$ cat config.mk
export PLATFORM = sky130hd
export DESIGN_NAME = calendar_date_day_stepper_top_flat
export DESIGN_NICKNAME = d
export VERILOG_FILES = /design/src/rtl/cdds_pkg.sv /design/src/rtl/cdds_if.sv /design/src/rtl/cdds_month_len.sv /design/src/rtl/cdds_ctrl.sv /design/src/rtl/calendar_date_day_stepper_top.sv /design/src/flat_wrapper.sv
export SDC_FILE = /design/constraint.sdc
export NUM_CORES = 1
export LEC_CHECK = 0
export BUFFER_PORTS_ARGS = -buffer_cell sky130_fd_sc_hd__buf_2
export CAP_MARGIN = 10
export CORE_ASPECT_RATIO = 0.9
export CORE_MARGIN = 1
export CORE_UTILIZATION = 48
export CTS_BUF_LIST = sky130_fd_sc_hd__clkbuf_4 sky130_fd_sc_hd__clkbuf_8
export DETAILED_ROUTE_END_ITERATION = 12
export GPL_ROUTABILITY_DRIVEN = 0
export PLACE_DENSITY = 0.74
export SLEW_MARGIN = 20
export SYNTH_ARGS = -nofsm -noshare
export SYNTH_HDL_FRONTEND = slang
export SYNTH_SLANG_ARGS = --single-unit
$ cat constraint.sdc
create_clock -name clk -period 10.05 [get_ports clk]
set_input_delay 1.5075 -clock clk [delete_from_list [all_inputs] [get_ports clk]]
set_output_delay 1.5075 -clock clk [all_outputs]
set_load 0.005 [all_outputs]
$ cat src/rtl/cdds_pkg.sv
// ============================================================================
// cdds_pkg: shared definitions for the calendar date day stepper
// Field widths, year limits, month numbers, status codes and the word types
// passed between the stepper's modules.
// ============================================================================
package cdds_pkg;

  localparam int YEAR_W  = 16;
  localparam int MONTH_W = 4;
  localparam int DAY_W   = 5;
  localparam int CNT_W   = 16;
  localparam int STAT_W  = 2;

  localparam logic signed [YEAR_W-1:0] YEAR_MAX = 16'sh7FFF;
  localparam logic signed [YEAR_W-1:0] YEAR_MIN = 16'sh8000;
  localparam logic signed [YEAR_W-1:0] YEAR_ONE = 16'sd1;
  localparam logic signed [YEAR_W-1:0] YEAR_BC1 = -16'sd1;

  localparam logic [MONTH_W-1:0] MONTH_JAN = 4'd1;
  localparam logic [MONTH_W-1:0] MONTH_FEB = 4'd2;
  localparam logic [MONTH_W-1:0] MONTH_DEC = 4'd12;

  localparam logic [DAY_W-1:0] DAY_FIRST = 5'd1;

  localparam logic ACT_LOAD = 1'b0;
  localparam logic ACT_STEP = 1'b1;

  typedef enum logic [STAT_W-1:0] {
    ST_OK       = 2'd0,
    ST_BAD_LOAD = 2'd1,
    ST_RANGE    = 2'd2
  } status_t;

  typedef struct packed {
    logic signed [YEAR_W-1:0] year;
    logic [MONTH_W-1:0]       month;
    logic [DAY_W-1:0]         day;
  } date_t;

  typedef struct packed {
    logic                     action;
    logic signed [YEAR_W-1:0] new_year;
    logic [MONTH_W-1:0]       new_month;
    logic [DAY_W-1:0]         new_day;
    logic signed [CNT_W-1:0]  step_count;
  } in_word_t;

  typedef struct packed {
    date_t   date;
    status_t status;
  } result_t;

endpackage

$ cat src/rtl/cdds_if.sv
// ============================================================================
// cdds_if: valid/ready channels of the calendar date day stepper
// One interface for the command words going in, one for the date words
// coming out.
// ============================================================================
interface cdds_in_if;
  import cdds_pkg::*;

  logic                     valid;
  logic                     ready;
  logic                     action;
  logic signed [YEAR_W-1:0] new_year;
  logic [MONTH_W-1:0]       new_month;
  logic [DAY_W-1:0]         new_day;
  logic signed [CNT_W-1:0]  step_count;

  modport source (output valid, action, new_year, new_month, new_day, step_count,
                  input ready);
  modport sink   (input valid, action, new_year, new_month, new_day, step_count,
                  output ready);
endinterface

interface cdds_out_if;
  import cdds_pkg::*;

  logic                     valid;
  logic                     ready;
  logic signed [YEAR_W-1:0] year;
  logic [MONTH_W-1:0]       month;
  logic [DAY_W-1:0]         day;
  logic [STAT_W-1:0]        status;

  modport source (output valid, year, month, day, status, input ready);
  modport sink   (input valid, year, month, day, status, output ready);
endinterface

$ cat src/rtl/cdds_month_len.sv
// ============================================================================
// cdds_month_len: month length unit
// Gives the number of days in the month of a date, with the proleptic
// Gregorian leap rule and BC years shifted by one.
// ============================================================================
module cdds_month_len (
  input  cdds_pkg::date_t          dt,
  output logic [cdds_pkg::DAY_W-1:0] len
);
  import cdds_pkg::*;

  localparam logic [DAY_W-1:0] LEN_28 = 5'd28;
  localparam logic [DAY_W-1:0] LEN_29 = 5'd29;
  localparam logic [DAY_W-1:0] LEN_30 = 5'd30;
  localparam logic [DAY_W-1:0] LEN_31 = 5'd31;

  // Divisibility by 25 through the modular inverse of 25 modulo 2^16.
  localparam logic [YEAR_W-1:0] INV25 = 16'd23593;
  localparam logic [YEAR_W-1:0] LIM25 = 16'd2621;

  logic signed [YEAR_W-1:0] t;
  logic [YEAR_W-1:0]        t_abs;
  logic [2*YEAR_W-1:0]      prod;
  logic                     div25;
  logic                     leap;

  // BC years count from 1 BC as a leap year, so shift them up by one.
  assign t     = dt.year[YEAR_W-1] ? dt.year + YEAR_ONE : dt.year;
  assign t_abs = t[YEAR_W-1] ? unsigned'(-t) : unsigned'(t);
  assign prod  = t_abs * INV25;
  assign div25 = prod[YEAR_W-1:0] <= LIM25;
  // With four dividing t: a multiple of 100 is a leap year only when
  // sixteen divides it too, which makes it a multiple of 400.
  assign leap  = (t[1:0] == 2'b00) && (!div25 || (t[3:0] == 4'b0000));

  always_comb begin
    case (dt.month) inside
      4'd4, 4'd6, 4'd9, 4'd11: len = LEN_30;
      MONTH_FEB:               len = leap ? LEN_29 : LEN_28;
      default:                 len = LEN_31;
    endcase
  end

endmodule

$ cat src/rtl/cdds_ctrl.sv
// ============================================================================
// cdds_ctrl: date register and day step sequencer
// Holds the current date, checks load words and walks the date one day per
// cycle via the shared month length unit; back month turns add a fix state.
// ============================================================================
module cdds_ctrl (
  input  logic                       clk,
  input  logic                       rst_n,
  input  logic                       in_valid,
  output logic                       in_ready,
  input  cdds_pkg::in_word_t         in_word,
  output cdds_pkg::date_t            ml_date,
  input  logic [cdds_pkg::DAY_W-1:0] ml_len,
  input  logic                       slot_free,
  output logic                       res_push,
  output cdds_pkg::result_t          res
);
  import cdds_pkg::*;

  typedef enum logic [4:0] {
    S_IDLE = 5'b00001,
    S_LOAD = 5'b00010,
    S_STEP = 5'b00100,
    S_FIX  = 5'b01000,
    S_DONE = 5'b10000
  } state_t;

  state_t             state_r, state_nxt;
  date_t              cur_r, cur_nxt;
  date_t              ld_r, ld_nxt;
  logic [CNT_W-1:0]   cnt_r, cnt_nxt;
  logic               back_r, back_nxt;
  status_t            status_r, status_nxt;
  logic               ld_ok;

  assign in_ready = (state_r == S_IDLE);
  assign ml_date  = (state_r == S_LOAD) ? ld_r : cur_r;
  assign res      = '{date: cur_r, status: status_r};
  assign res_push = (state_r == S_DONE) && slot_free;

  assign ld_ok = (ld_r.year != '0) && (ld_r.month >= MONTH_JAN) &&
                 (ld_r.month <= MONTH_DEC) && (ld_r.day >= DAY_FIRST) &&
                 (ld_r.day <= ml_len);

  always_comb begin
    state_nxt  = state_r;
    cur_nxt    = cur_r;
    ld_nxt     = ld_r;
    cnt_nxt    = cnt_r;
    back_nxt   = back_r;
    status_nxt = status_r;
    unique case (state_r)
      S_IDLE: begin
        if (in_valid) begin
          ld_nxt     = '{year: in_word.new_year, month: in_word.new_month,
                         day: in_word.new_day};
          back_nxt   = in_word.step_count[CNT_W-1];
          cnt_nxt    = in_word.step_count[CNT_W-1] ? unsigned'(-in_word.step_count)
                                                   : unsigned'(in_word.step_count);
          status_nxt = ST_OK;
          state_nxt  = (in_word.action == ACT_LOAD) ? S_LOAD : S_STEP;
        end
      end
      S_LOAD: begin
        if (ld_ok) begin
          cur_nxt = ld_r;
        end else begin
          status_nxt = ST_BAD_LOAD;
        end
        state_nxt = S_DONE;
      end
      S_STEP: begin
        if (cnt_r == '0) begin
          state_nxt = S_DONE;
        end else if (!back_r) begin
          cnt_nxt = cnt_r - 1'b1;
          if (cur_r.day < ml_len) begin
            cur_nxt.day = cur_r.day + 1'b1;
          end else if (cur_r.month != MONTH_DEC) begin
            cur_nxt.month = cur_r.month + 1'b1;
            cur_nxt.day   = DAY_FIRST;
          end else if (cur_r.year == YEAR_MAX) begin
            status_nxt = ST_RANGE;
            state_nxt  = S_DONE;
          end else begin
            cur_nxt.year  = (cur_r.year == YEAR_BC1) ? YEAR_ONE : cur_r.year + YEAR_ONE;
            cur_nxt.month = MONTH_JAN;
            cur_nxt.day   = DAY_FIRST;
          end
        end else begin
          cnt_nxt = cnt_r - 1'b1;
          if (cur_r.day != DAY_FIRST) begin
            cur_nxt.day = cur_r.day - 1'b1;
          end else if (cur_r.month != MONTH_JAN) begin
            // The previous month's last day is filled in on the next cycle.
            cur_nxt.month = cur_r.month - 1'b1;
            state_nxt     = S_FIX;
          end else if (cur_r.year == YEAR_MIN) begin
            status_nxt = ST_RANGE;
            state_nxt  = S_DONE;
          end else begin
            cur_nxt.year  = (cur_r.year == YEAR_ONE) ? YEAR_BC1 : cur_r.year - YEAR_ONE;
            cur_nxt.month = MONTH_DEC;
            state_nxt     = S_FIX;
          end
        end
      end
      S_FIX: begin
        cur_nxt.day = ml_len;
        state_nxt   = S_STEP;
      end
      S_DONE: begin
        if (slot_free) begin
          state_nxt = S_IDLE;
        end
      end
      default: begin
        state_nxt = S_IDLE;
      end
    endcase
  end

  always_ff @(posedge clk) begin
    if (!rst_n) begin
      state_r <= S_IDLE;
      cur_r   <= '{year: YEAR_ONE, month: MONTH_JAN, day: DAY_FIRST};
    end else begin
      state_r <= state_nxt;
      cur_r   <= cur_nxt;
    end
  end

  always_ff @(posedge clk) begin
    ld_r     <= ld_nxt;
    cnt_r    <= cnt_nxt;
    back_r   <= back_nxt;
    status_r <= status_nxt;
  end

endmodule

$ cat src/rtl/calendar_date_day_stepper_top.sv
// ============================================================================
// calendar_date_day_stepper_top: proleptic Gregorian date counter
// Holds one date and answers every command word with the resulting date.
// ============================================================================
// Usage:
// The in_ch channel carries command words. With action low the word loads
// new_year, new_month and new_day after a validity check; with action high
// it moves the date by the signed step_count, one day per cycle.
// Every accepted word yields exactly one word on out_ch: the date after the
// command and a status (ok, rejected load, or year range reached).
// A load is checked in its own state before the done state. A step walks
// day by day, with an extra fix-up state for every month boundary crossed
// backwards, where the day is refilled from the month length unit. The
// day-step loop through that unit sets the rate.
// in_ch.ready is high only while the sequencer is idle, one word at a time.
// A finished result sits in the output register; if the receiver stalls,
// the block still takes and works the next word, but holds its result
// until the register frees up.
// Reset (rst_n low, synchronous) sets the date to 1 January of year 1 and
// empties the output register.
// ============================================================================
module calendar_date_day_stepper_top (
  input logic       clk,
  input logic       rst_n,
  cdds_in_if.sink   in_ch,
  cdds_out_if.source out_ch
);
  import cdds_pkg::*;

  in_word_t        in_word;
  date_t           ml_date;
  logic [DAY_W-1:0] ml_len;
  logic            slot_free;
  logic            res_push;
  result_t         res;
  logic            out_valid_r, out_valid_nxt;
  result_t         out_res_r;

  assign in_word = '{action: in_ch.action, new_year: in_ch.new_year,
                     new_month: in_ch.new_month, new_day: in_ch.new_day,
                     step_count: in_ch.step_count};

  // The output register can take a new result when empty or being drained.
  assign slot_free     = !out_valid_r || out_ch.ready;
  assign out_valid_nxt = res_push ? 1'b1 : (out_ch.ready ? 1'b0 : out_valid_r);

  cdds_ctrl u_ctrl (
    .clk       (clk),
    .rst_n     (rst_n),
    .in_valid  (in_ch.valid),
    .in_ready  (in_ch.ready),
    .in_word   (in_word),
    .ml_date   (ml_date),
    .ml_len    (ml_len),
    .slot_free (slot_free),
    .res_push  (res_push),
    .res       (res)
  );

  cdds_month_len u_month_len (
    .dt  (ml_date),
    .len (ml_len)
  );

  always_ff @(posedge clk) begin
    if (!rst_n) begin
      out_valid_r <= 1'b0;
    end else begin
      out_valid_r <= out_valid_nxt;
    end
  end

  always_ff @(posedge clk) begin
    if (res_push) begin
      out_res_r <= res;
    end
  end

  assign out_ch.valid  = out_valid_r;
  assign out_ch.year   = out_res_r.date.year;
  assign out_ch.month  = out_res_r.date.month;
  assign out_ch.day    = out_res_r.date.day;
  assign out_ch.status = out_res_r.status;

endmodule

$ cat src/flat_wrapper.sv
// flat-port wrapper written by rule: the top's interface ports become plain ports
module calendar_date_day_stepper_top_flat import cdds_pkg::*;
  (clk, rst_n, in_ch_valid, in_ch_action, in_ch_new_year, in_ch_new_month, in_ch_new_day, in_ch_step_count, in_ch_ready, out_ch_valid, out_ch_year, out_ch_month, out_ch_day, out_ch_status, out_ch_ready);
  cdds_in_if in_ch_i ();
  cdds_out_if out_ch_i ();
  input logic clk;
  input logic rst_n;
  input wire logic [$bits(in_ch_i.valid)-1:0] in_ch_valid;
  input wire logic [$bits(in_ch_i.action)-1:0] in_ch_action;
  input wire logic [$bits(in_ch_i.new_year)-1:0] in_ch_new_year;
  input wire logic [$bits(in_ch_i.new_month)-1:0] in_ch_new_month;
  input wire logic [$bits(in_ch_i.new_day)-1:0] in_ch_new_day;
  input wire logic [$bits(in_ch_i.step_count)-1:0] in_ch_step_count;
  output wire logic [$bits(in_ch_i.ready)-1:0] in_ch_ready;
  output wire logic [$bits(out_ch_i.valid)-1:0] out_ch_valid;
  output wire logic [$bits(out_ch_i.year)-1:0] out_ch_year;
  output wire logic [$bits(out_ch_i.month)-1:0] out_ch_month;
  output wire logic [$bits(out_ch_i.day)-1:0] out_ch_day;
  output wire logic [$bits(out_ch_i.status)-1:0] out_ch_status;
  input wire logic [$bits(out_ch_i.ready)-1:0] out_ch_ready;
  assign in_ch_i.valid = in_ch_valid;
  assign in_ch_i.action = in_ch_action;
  assign in_ch_i.new_year = in_ch_new_year;
  assign in_ch_i.new_month = in_ch_new_month;
  assign in_ch_i.new_day = in_ch_new_day;
  assign in_ch_i.step_count = in_ch_step_count;
  assign in_ch_ready = in_ch_i.ready;
  assign out_ch_valid = out_ch_i.valid;
  assign out_ch_year = out_ch_i.year;
  assign out_ch_month = out_ch_i.month;
  assign out_ch_day = out_ch_i.day;
  assign out_ch_status = out_ch_i.status;
  assign out_ch_i.ready = out_ch_ready;
  calendar_date_day_stepper_top u_core (.clk(clk), .rst_n(rst_n), .in_ch(in_ch_i), .out_ch(out_ch_i));
endmodule
# [Yosys cells after proc, flatten, opt, wreduce, memory -nomap -nowiden]
# Index checks and enable logic that the tools add are counted.
# Widths: inputs -> output; s select.
[totals] reg_bits=102 in_bits=46 out_inout_bits=29
[op_classes] n_addsub=10 n_mul=1 order_cmp=6 n_eq_ne=38 n_mux=52 n_reduce_logical=27
[op_table] op="$mux 16" n=9
[op_table] op="$mux 25" n=5
[op_table] op="$mux 5" n=13
[op_table] op="$mux 20" n=3
[op_table] op="$pmux 20 s2" n=1
[op_table] op="$add 16x2->16 const B" n=2
[op_table] op="$eq 16x16->1 const B" n=2
[op_table] op="$neg 16->16" n=2
[op_table] op="$pmux 16 s2" n=1
[op_table] op="$ne 4x4->1 const B" n=7
[op_table] op="$ne 3x3->1 const B" n=9
[op_table] op="$pmux 5 s5" n=1
[op_table] op="$mux 2" n=11
[op_table] op="$eq 16x1->1 const B" n=1
[op_table] op="$eq 16x2->1 const B" n=1
[op_table] op="$le 16x12->1 const B" n=1
[op_table] op="$logic_not 16->1" n=1
[op_table] op="$mul 16x15->16 const B" n=1
[op_table] op="$reduce_bool 16->1" n=1
[op_table] op="$sub 16x1->16 const B" n=1
[op_table] op="$sub 16x2->16 const B" n=1
[op_table] op="$pmux 5 s3" n=1
[op_table] op="$ne 2x2->1 const B" n=5
[op_table] op="$reduce_and 10->1" n=1
[op_table] op="other kinds (39)" n=53

# [Longest topological paths before layout]
# Gate-level depths: netlist (run 1).
[logic_depth] depth_word=19 ltp_mapped=49

# [By module]
# From an unflattened synthesis (run 1), not the netlist that was laid out.
[hier_totals] cells_unflattened=1012 area_unflattened_um2=8902.3
[modules_own_cells] mod="cdds_ctrl" n_inst=1 cells_per_inst=674 area_per_inst_um2=5525.3 seq_area_each_um2=1921.8
[modules_own_cells] mod="cdds_month_len" n_inst=1 cells_per_inst=307 area_per_inst_um2=2517.4 seq_area_each_um2=0.0
[modules_own_cells] mod="calendar_date_day_stepper_top" n_inst=1 cells_per_inst=31 area_per_inst_um2=859.6 seq_area_each_um2=830.8

# [Least setup slack after synthesis (run 1)]
# Ideal clock, no wire load.
[synth_timing] path_kind="flip-flop to flip-flop" startpoint="register u_core.u_ctrl.state_r[4]" endpoint="register u_core.u_ctrl.cur_r (netlist bit u_core.u_ctrl.res[26])" arrival_ns=9.344 setup_slack_ns=0.588 path_stages_with_launch=44 n_path_buf=3 period_less_slack_ns=9.462 cell_sequence="dfxtp_1 nor3_4 nand2_2 inv_1 buf_2 buf_1 nor2_1 a21oi_1 inv_1 ha_1 nand4_1 xor2_1 mux2i_1 a211oi_1 and4b_1 and4_1 nor2_1 xnor2_1 (+8 left out) ha_1 ha_1 nor4_1 nor3_1 or4_1 and3_1 or4b_4 nand3_4 inv_1 ha_1 a211oi_1 o21ai_0 o211ai_1 a21oi_1 o41a_4 buf_4 nand2_1 a32o_1"
[synth_between] elab_chain_cells=18
[synth_rtl] item="start: declaration" line_no="cdds_ctrl.sv:28" rtl="state_t state_r, state_nxt;"
[synth_rtl] item="start signal: assignment" line_no="cdds_ctrl.sv:128" rtl="state_r <= state_nxt;"
[synth_rtl] item="$eq 5x2->1" line_no="cdds_ctrl.sv:37, cdds_ctrl.sv:52"
[synth_rtl] item="$mux 25" line_no="cdds_ctrl.sv:37" rtl="assign ml_date = (state_r == S_LOAD) ? ld_r : cur_r;"
[synth_rtl] item="$add 16x2->16" line_no="cdds_month_len.sv:28" rtl="assign t = dt.year[YEAR_W-1] ? dt.year + YEAR_ONE : dt.year;"
[synth_rtl] item="$mux 16" line_no="cdds_month_len.sv:28"
[synth_rtl] item="$neg 16->16" line_no="cdds_month_len.sv:29" rtl="assign t_abs = t[YEAR_W-1] ? unsigned'(-t) : unsigned'(t);"
[synth_rtl] item="$mux 16" line_no="cdds_month_len.sv:29"
[synth_rtl] item="$mul 16x15->16" line_no="cdds_month_len.sv:30" rtl="assign prod = t_abs * INV25;"
[synth_rtl] item="$le 16x12->1" line_no="cdds_month_len.sv:31" rtl="assign div25 = prod[YEAR_W-1:0] <= LIM25;"
[synth_rtl] item="(+2 left out)"
[synth_rtl] item="$logic_and 1x1->1" line_no="cdds_month_len.sv:34" rtl="assign leap = (t[1:0] == 2'b00) && (!div25 || (t[3:0] == 4'b0000));"
[synth_rtl] item="$mux 1" line_no="cdds_month_len.sv:39" rtl="MONTH_FEB: len = leap ? LEN_29 : LEN_28;"
[synth_rtl] item="$mux 2" line_no="cdds_month_len.sv:37" rtl="case (dt.month) inside"
[synth_rtl] item="$mux 5" line_no="cdds_month_len.sv:37"
[synth_rtl] item="$le 5x5->1" line_no="cdds_ctrl.sv:43" rtl="(ld_r.day <= ml_len);"
[synth_rtl] item="$logic_and 1x1->1" line_no="cdds_ctrl.sv:42" rtl="(ld_r.month <= MONTH_DEC) && (ld_r.day >= DAY_FIRST) &&"
[synth_rtl] item="$ne 2x2->1 (no source line)"
[synth_rtl] item="$reduce_and 9->1 (no source line)"
[synth_rtl] item="end signal: assignment" line_no="cdds_ctrl.sv:126" rtl="cur_r <= '{year: YEAR_ONE, month: MONTH_JAN, day: DAY_FIRST};"
[synth_rtl] item="end signal: assignment" line_no="cdds_ctrl.sv:129" rtl="cur_r <= cur_nxt;"
[synth_rtl] item="end: declaration" line_no="cdds_ctrl.sv:29" rtl="date_t cur_r, cur_nxt;"
# Several ways; a longest one is shown, not always the timed one.
# A chain may end at the register's enable or synchronous reset.

# [Final worst setup path (run 1)]
[layout_timing] startpoint="register u_core.u_ctrl.cur_r (netlist bit u_core.u_ctrl.res[12])" endpoint="register u_core.u_ctrl.cur_r (netlist bit u_core.u_ctrl.res[14])"
[layout_between] elab_chain_cells=17
[layout_rtl] item="$mux 25" line_no="cdds_ctrl.sv:37"
[layout_rtl] item="$add 16x2->16" line_no="cdds_month_len.sv:28"
[layout_rtl] item="$mux 16" line_no="cdds_month_len.sv:28"
[layout_rtl] item="$neg 16->16" line_no="cdds_month_len.sv:29"
[layout_rtl] item="$mux 16" line_no="cdds_month_len.sv:29"
[layout_rtl] item="$mul 16x15->16" line_no="cdds_month_len.sv:30"
[layout_rtl] item="$le 16x12->1" line_no="cdds_month_len.sv:31"
[layout_rtl] item="$logic_not 1->1" line_no="cdds_month_len.sv:34"
[layout_rtl] item="$logic_or 1x1->1" line_no="cdds_month_len.sv:34"
[layout_rtl] item="$logic_and 1x1->1" line_no="cdds_month_len.sv:34"
[layout_rtl] item="$mux 1" line_no="cdds_month_len.sv:39"
[layout_rtl] item="$mux 2" line_no="cdds_month_len.sv:37"
[layout_rtl] item="$mux 5" line_no="cdds_month_len.sv:37"
[layout_rtl] item="$le 5x5->1" line_no="cdds_ctrl.sv:43"
[layout_rtl] item="$logic_and 1x1->1" line_no="cdds_ctrl.sv:42"
[layout_rtl] item="$ne 2x2->1 (no source line)"
[layout_rtl] item="$reduce_and 9->1 (no source line)"
# Several ways; a longest one is shown, not always the timed one. The select of a mux whose other input is x is not followed.

==> results of run 1 <==
-- layer usage --
metal / share of wire, % / GRT usage, % / wire, um / vias up
met5: 0 / 0 / 0 / -
met4: 2.2 / 8.421 / 510 / 0
met3: 8.1 / 4.183 / 1911 / 43
met2: 44 / 37.44 / 10250 / 374
met1: 46 / 36.13 / 10840 / 3693
li1: - / - / - / 3718
-- per-stage QoR --
stage	utilization (%)	instance area [um^2]	instances	total power, mW
3_5_place_dp	52.82	9364	1269	2.320
5_1_grt	54.30	9625	1289	2.871
4_1_cts	53.90	9554	1285	2.600
6_report	54.30	9625	1289	2.615
2_1_floorplan	-	8768	987	1.912
3_3_place_gp	52.82	9364	1269	2.265
-- placed cells by master, fill, tap and decap left out, drive strengths merged, types with 4 or more instances in the layout --
cell / netlist / layout
buf: 22 / 95
nor2: 78 / 78
ha: 76 / 76
nand2: 75 / 75
inv: 72 / 75
edfxtp: 71 / 71
o21ai: 65 / 65
a21oi: 61 / 61
xnor2: 48 / 48
xor2: 41 / 41
nand3: 32 / 32
dfxtp: 31 / 31
nor3: 27 / 27
and3: 19 / 19
fa: 18 / 18
o211ai: 16 / 16
o31ai: 16 / 16
nand4: 14 / 14
nor4: 14 / 14
a31oi: 14 / 14
nand2b: 10 / 10
clkbuf: 29 / 10
or3: 9 / 9
a211oi: 9 / 9
mux2i: 9 / 9
a32o: 7 / 7
or4: 7 / 7
nand3b: 6 / 6
o311ai: 6 / 6
o21a: 6 / 6
or2: 5 / 5
o221ai: 5 / 5
nor2b: 5 / 5
a31o: 5 / 5
a21boi: 5 / 5
and2: 4 / 4
a21o: 4 / 4
nor3b: 4 / 4
o41ai: 4 / 4
o22ai: 4 / 4
-- worst max-delay path: cells and delay by family, from the launching register on --
family,cells,cell delay [ps]
flip-flops,1,580
adder cells (fa/ha/maj),9,3210
buffers and inverters,6,570
AO/OA/AOI/OAI,8,1390
AND/OR/NAND/NOR,12,3150
XOR/XNOR,2,600
-- layout make-up --
type                            count  share of cell area [%]
Inverter                           73                   2.847
Tap cell                          240                   3.120
Multi-Input combinational cell    763                   57.97
Clock inverter                      6                  0.5460
Timing Repair Buffer               95                   5.486
Sequential cell                   102                   28.60
Clock buffer                       10                   1.430
-- logic make-up after synthesis --
logic type               after synthesis
AO/OA/AOI/OAI                        248
XOR/XNOR                              90
adder cells (fa/ha/maj)               94
buffers and inverters                124
flip-flops                           102
multiplexers                          10
AND/OR/NAND/NOR                      319
-- power by group through the flow --
stage	combinational [mW]	clock [mW]	sequential [mW]
4_1_cts	1.63	0.270	0.702
6_report	1.64	0.264	0.709
5_1_grt	1.87	0.285	0.719
3_5_place_dp	1.61	0	0.711
3_3_place_gp	1.56	0	0.709
2_1_floorplan	1.26	0	0.656
-- worst max-delay path by stage --
stage,from,endpoint,slack [ps],cells after the start
3_5_place_dp,u_core.u_ctrl.state_r[1]$_SDFFE_PN0P_,u_core.u_ctrl.res[22]$_SDFFE_PN0P_,450,39
3_3_place_gp,u_core.u_ctrl.res[12]$_SDFFE_PN0P_,u_core.u_ctrl.res[22]$_SDFFE_PN0P_,640,36
5_1_grt,u_core.u_ctrl.state_r[1]$_SDFFE_PN0P_,u_core.u_ctrl.res[15]$_SDFFE_PN0P_,30,42
6_report,u_core.u_ctrl.res[12]$_SDFFE_PN0P_,u_core.u_ctrl.res[14]$_SDFFE_PN0P_,450,37
4_1_cts,u_core.u_ctrl.state_r[1]$_SDFFE_PN0P_,u_core.u_ctrl.res[21]$_SDFFE_PN0P_,400,39
2_1_floorplan,u_core.u_ctrl.state_r[4]$_SDFFE_PN0P_,u_core.u_ctrl.res[26]$_SDFFE_PN0P_,590,43
-- registers in the layout, summed over array words and instances, names as in the netlist --
register and flops:
u_core.out_ch.day 5, u_core.out_ch.month 4, u_core.out_ch.status 2, u_core.out_ch.valid 1
u_core.out_ch.year 16, u_core.u_ctrl.back_r 1, u_core.u_ctrl.cnt_r 16, u_core.u_ctrl.ld_r 25
u_core.u_ctrl.res 25, u_core.u_ctrl.state_r 5, u_core.u_ctrl.status_r 2
-- repair_timing --
action                     4_1_cts  5_1_grt
hold endpoints to repair         0        0
resized for setup                0        7
setup endpoints to repair        0       24
setup buffers                    0        2
hold buffers                     0        0
==> impl_metrics.ini, run 1 <==
[synthesis]
ys_warn_count = 0
synth_seq_area_share_pct = 31.39
synthAdderAreaFrac_pct = 14.95
synth_ff_type = edfxtp_1
synth_nets = 1127
synth_top_family_by_area = compound AO/OA/AOI/OAI gates
async_flop_share_pct = 0
synthSimpleGateAreaFrac_pct = 18.66
synthCells = 987
ys_ff_latch = 102
synth_edf_count = 71
synthXorXnorAreaFrac_pct = 9.318
synth-compound-area-share_pct = 18.88
synthDistinctLibCells = 80
synthMuxAreaShare_pct = 1.156
synth_top_cell_by_area = edfxtp_1
synth_area_per_cell_um2 = 8.884
synth_common_cells = nor2_1 (78), ha_1 (76), nand2_1 (74), inv_1 (72), edfxtp_1 (71)
synth_most_common_cell = nor2_1
ys_top_cells_by_area = edfxtp_1 (24%), ha_1 (11%), dfxtp_1 (7.1%)
synth_area_um2 = 8768
netlist.area_leader.share_pct = 24.32

[place]
hpwl_um = 16890
portBuffers = 74
place_ws_ps = 451.0

[floorplanning]
fp.dieH_um = 130.2
rows = 46
dieArea_um2 = 18810
die_x_um = 144.5
start_util_pct = 49.46
core-area_um2 = 17730
io_pins = 75

[clock_network]
cts_root_buf = clkbuf_8
clockBufferDepth = 2
clkSlewWorstSetupHoldPaths_ps = 110
cts_sinks = 102
cts_made_buffers = 9
cts_max_level = 3
cts_tree = yes
clk_latency_ps = 410

[worst_setup_path]
cp_common_cell = ha_1
timing.reg2reg.setup_slack_ps = 450
critPathLaunchType = flip-flop
reg2reg_depth = 37
path_max_fanout = 15
reg2reg_from = u_core.u_ctrl.res[12]$_SDFFE_PN0P_
slowest_delay_ps = 580
critPathArrivalTime_ps = 9920
cp_slowest_cell = dfxtp_1
cp.required_ps = 10370
timing_worst_setup_path_type = flip-flop to flip-flop
reg2reg_to = u_core.u_ctrl.res[14]$_SDFFE_PN0P_
cp-end-kind = flip-flop

[detailed_routing]
ant_nets = 0
wl_um = 23510
drt_first_iter_violations = 758
drtPass1Iterations = 7
drc_errors = 0
viasPerCell = 6.073
avgRoutedWirePerCell_um = 18.24
vias = 7828

[power_and_ir_drop]
p_clk_share_pct = 10.1
p_switching_mw = 1.236
combPwrFrac_pct = 62.8
p_int_mw = 1.379
sw_frac_of_total_pct = 47.27
vdd_drop_max_mv = 0.1873
p_leak_nw = 4.004
pwr_density_cell_nw_per_um2 = 271.7
seqPwrFrac_pct = 27.1

[timing]
hold_viol = 0
fin_ws_ps = 446.4
slew_viol_final = 0
slew_headroom_pct = 44.91
worst_slew_pin_slew_ps = 822.6
rsz0062_at_grt = false
max_freq_ghz = 0.1041
setup_viol = 0
whs_ps = 429.1
min_period_ps = 9604
period_share_pct = 95.56
fin_skew_ps = 22.94
tns_ps = 0

[finish]
regArea_um2 = 2753
fillers = 1662
multi_input_area_um2 = 5580
area_growth_pct = 9.775
nNetsFinal = 1184
drive_gt1_share_pct = 13.44
num_antenna_cells = 0

[job]
maxCapViolCount = 0

[hold_path]
min_from = u_core.u_ctrl.status_r[1]$_DFFE_PP_
hold_path_class = flip-flop to flip-flop
hold_end = u_core.out_ch.status[1]$_DFFE_PP_
min_path_cells = 0

[global_routing]
track_usage_pct = 24.93
grt_pass1_vias = 6791
grt_pass1_wl_um = 36050
antenna_found_initial = 0
overflow = 0
grt_max_degree = 53

[run_status]
outcome = finished, final reports clean
(Power assumes the default switching activity.)
==> run 2, diff against run 1 <==
ABC_AREA = 1   (was unset)
SKIP_LAST_GASP = 1   (was unset)
==> impl_metrics.ini, run 2 <==
[run_status]
outcome = finished, final reports clean

[floorplanning]
start_util_pct = 49.19
dieArea_um2 = 19480
fp.dieH_um = 132.5
die_x_um = 147.0
core-area_um2 = 18470
rows = 47
io_pins = 75

[detailed_routing]
avgRoutedWirePerCell_um = 14.92
viasPerCell = 5.420
wl_met2_um = 9536
vias = 8244
drc_errors = 0
wl_met1_um = 10480
drtPass1Iterations = 6
top_layer_used = met4
drt_first_iter_violations = 758
wl_um = 22690
ant_nets = 0
met3_wirelength_um = 2127

[synthesis]
synth_area_per_cell_um2 = 7.469
synth_seq_area_share_pct = 30.31
synth_most_common_cell = nand2_1
synth_top_cell_by_area = edfxtp_1
synthCells = 1216
ys_top_cells_by_area = edfxtp_1 (23%), ha_1 (10%), nand2_1 (9.8%)
ys_warn_count = 0
ys_ff_latch = 102
synth_edf_count = 71
synth_ff_type = edfxtp_1
synth_area_um2 = 9082
synth_common_cells = nand2_1 (236), inv_1 (186), nor2_1 (118), nand3_1 (100), ha_1 (76)
synthDistinctLibCells = 53
synth_nets = 1356
async_flop_share_pct = 0
netlist.area_leader.share_pct = 23.47

[timing]
setup_viol = 0
period_share_pct = 92.15
max_freq_ghz = 0.1080
slew_viol_final = 0
worst_slew_pin_slew_ps = 909.1
rsz0062_at_grt = false
min_period_ps = 9262
fin_skew_ps = 17.16
slew_headroom_pct = 39.17
tns_ps = 0
hold_viol = 0

[clock_network]
cts_max_level = 3
cts_made_buffers = 9
clockBufferDepth = 2
clkSlewWorstSetupHoldPaths_ps = 100
cts_root_buf = clkbuf_8
clk_latency_ps = 380
ctsResizeCount = 0
cts_sinks = 102
cts_tree = yes
postCtsHoldBufs = 0
post_cts_buffers = 0

[worst_setup_path]
slowest_delay_ps = 530
cp_common_cell = nand2_1
cp.required_ps = 10310
path_buf_inv = 10
critPathArrivalTime_ps = 9530
critPathLaunchType = flip-flop
critPathTopFamily = adder cells
timing_worst_setup_path_type = flip-flop to flip-flop
path_max_fanout = 23
cp_slowest_cell = fa_1
cp-end-kind = flip-flop

[global_routing]
grt_max_degree = 48
antenna_found_initial = 1
grt_pass1_vias = 7434
track_usage_pct = 23.59
grt_pass1_wl_um = 36890
overflow = 0

[finish]
layout_common_cells = nand2_1 (236), inv_1 (186), nor2_1 (116)
multi_input_area_um2 = 5421
fillers = 1788
area_growth_pct = 7.839
nNetsFinal = 1410
drive_gt1_share_pct = 12.16
fin_cells = 1521
final_common_cell = nand2_1
utilization_pct = 53.04
regArea_um2 = 2753

[power_and_ir_drop]
vdd_drop_max_mv = 0.2848
p_leak_nw = 4.569
pwr_density_cell_nw_per_um2 = 331.1
power_mw = 3.243

[place]
portBuffers = 74
dp_cells = 1502
hpwl_um = 17600

[job]
maxCapViolCount = 0

[hold_path]
hold_path_class = flip-flop to flip-flop
run 2: cell count changes in the layout (fill, tap and decap cells not counted), sizes merged, moves of 24 or more:
cell	delta
inv	+116
nor2	+54
nand2	+176
nand4	+24
nand3	+73
xnor2	-31
run 2: final timing paths:
check,startpoint,end,slack [ps],cells past startpoint
setup / recovery,u_core.u_ctrl.state_r[1]$_SDFFE_PN0P_,u_core.u_ctrl.res[11]$_SDFFE_PN1P_,790,53
hold / removal,u_core.u_ctrl.status_r[1]$_DFFE_PP_,u_core.out_ch.status[1]$_DFFE_PP_,460,0
setup reg to reg,u_core.u_ctrl.state_r[1]$_SDFFE_PN0P_,u_core.u_ctrl.res[11]$_SDFFE_PN1P_,790,53
hold reg to reg,u_core.u_ctrl.status_r[1]$_DFFE_PP_,u_core.out_ch.status[1]$_DFFE_PP_,460,0
run 2: through the flow:
stage / area, um^2 / hold WS (ps) / setup slack (ps)
2_1_floorplan: 9082 / 400.3 / 2126
3_3_place_gp: 9604 / 454.7 / 956.5
3_5_place_dp: 9604 / 434.9 / 680.6
4_1_cts: 9776 / 462.3 / 651.8
5_1_grt: 9792 / 475.7 / 48.22
6_report: 9794 / 464.9 / 788.5
run 2: kinds of logic after synthesis:
logic type | synth area share [%]
AND/OR/NAND/NOR | 28.85
buffers and inverters | 10.30
AO/OA/AOI/OAI | 11.27
flip-flops | 30.31
adder cells (fa/ha/maj) | 14.44
XOR/XNOR | 4.725
multiplexers | 0.1102
run 2: per-layer routing:
metal	up-vias	track usage (%)
met2	359	35.47
met3	42	4.448
li1	4168	-
met5	-	0
met4	0	8.247
met1	3675	33.83
run 2: area by class of cell:
| class | instances | area share, % |
|---|---|---|
| Multi-Input combinational cell | 885 | 55.35 |
| Clock inverter | 4 | 0.2555 |
| Clock buffer | 12 | 1.495 |
| Antenna cell | 1 | 0.02555 |
| Tap cell | 245 | 3.130 |
| Sequential cell | 102 | 28.10 |
| Timing Repair Buffer | 81 | 4.318 |
| Inverter | 191 | 7.320 |
run 2: where the power goes:
part	leakage, nW	internal (mW)	total [mW]	switching [mW]
logic	3.56	0.881	2.28	1.40
registers	0.916	0.598	0.724	0.127
clock network	0.0883	0.0978	0.237	0.139
total	4.57	1.58	3.24	1.67
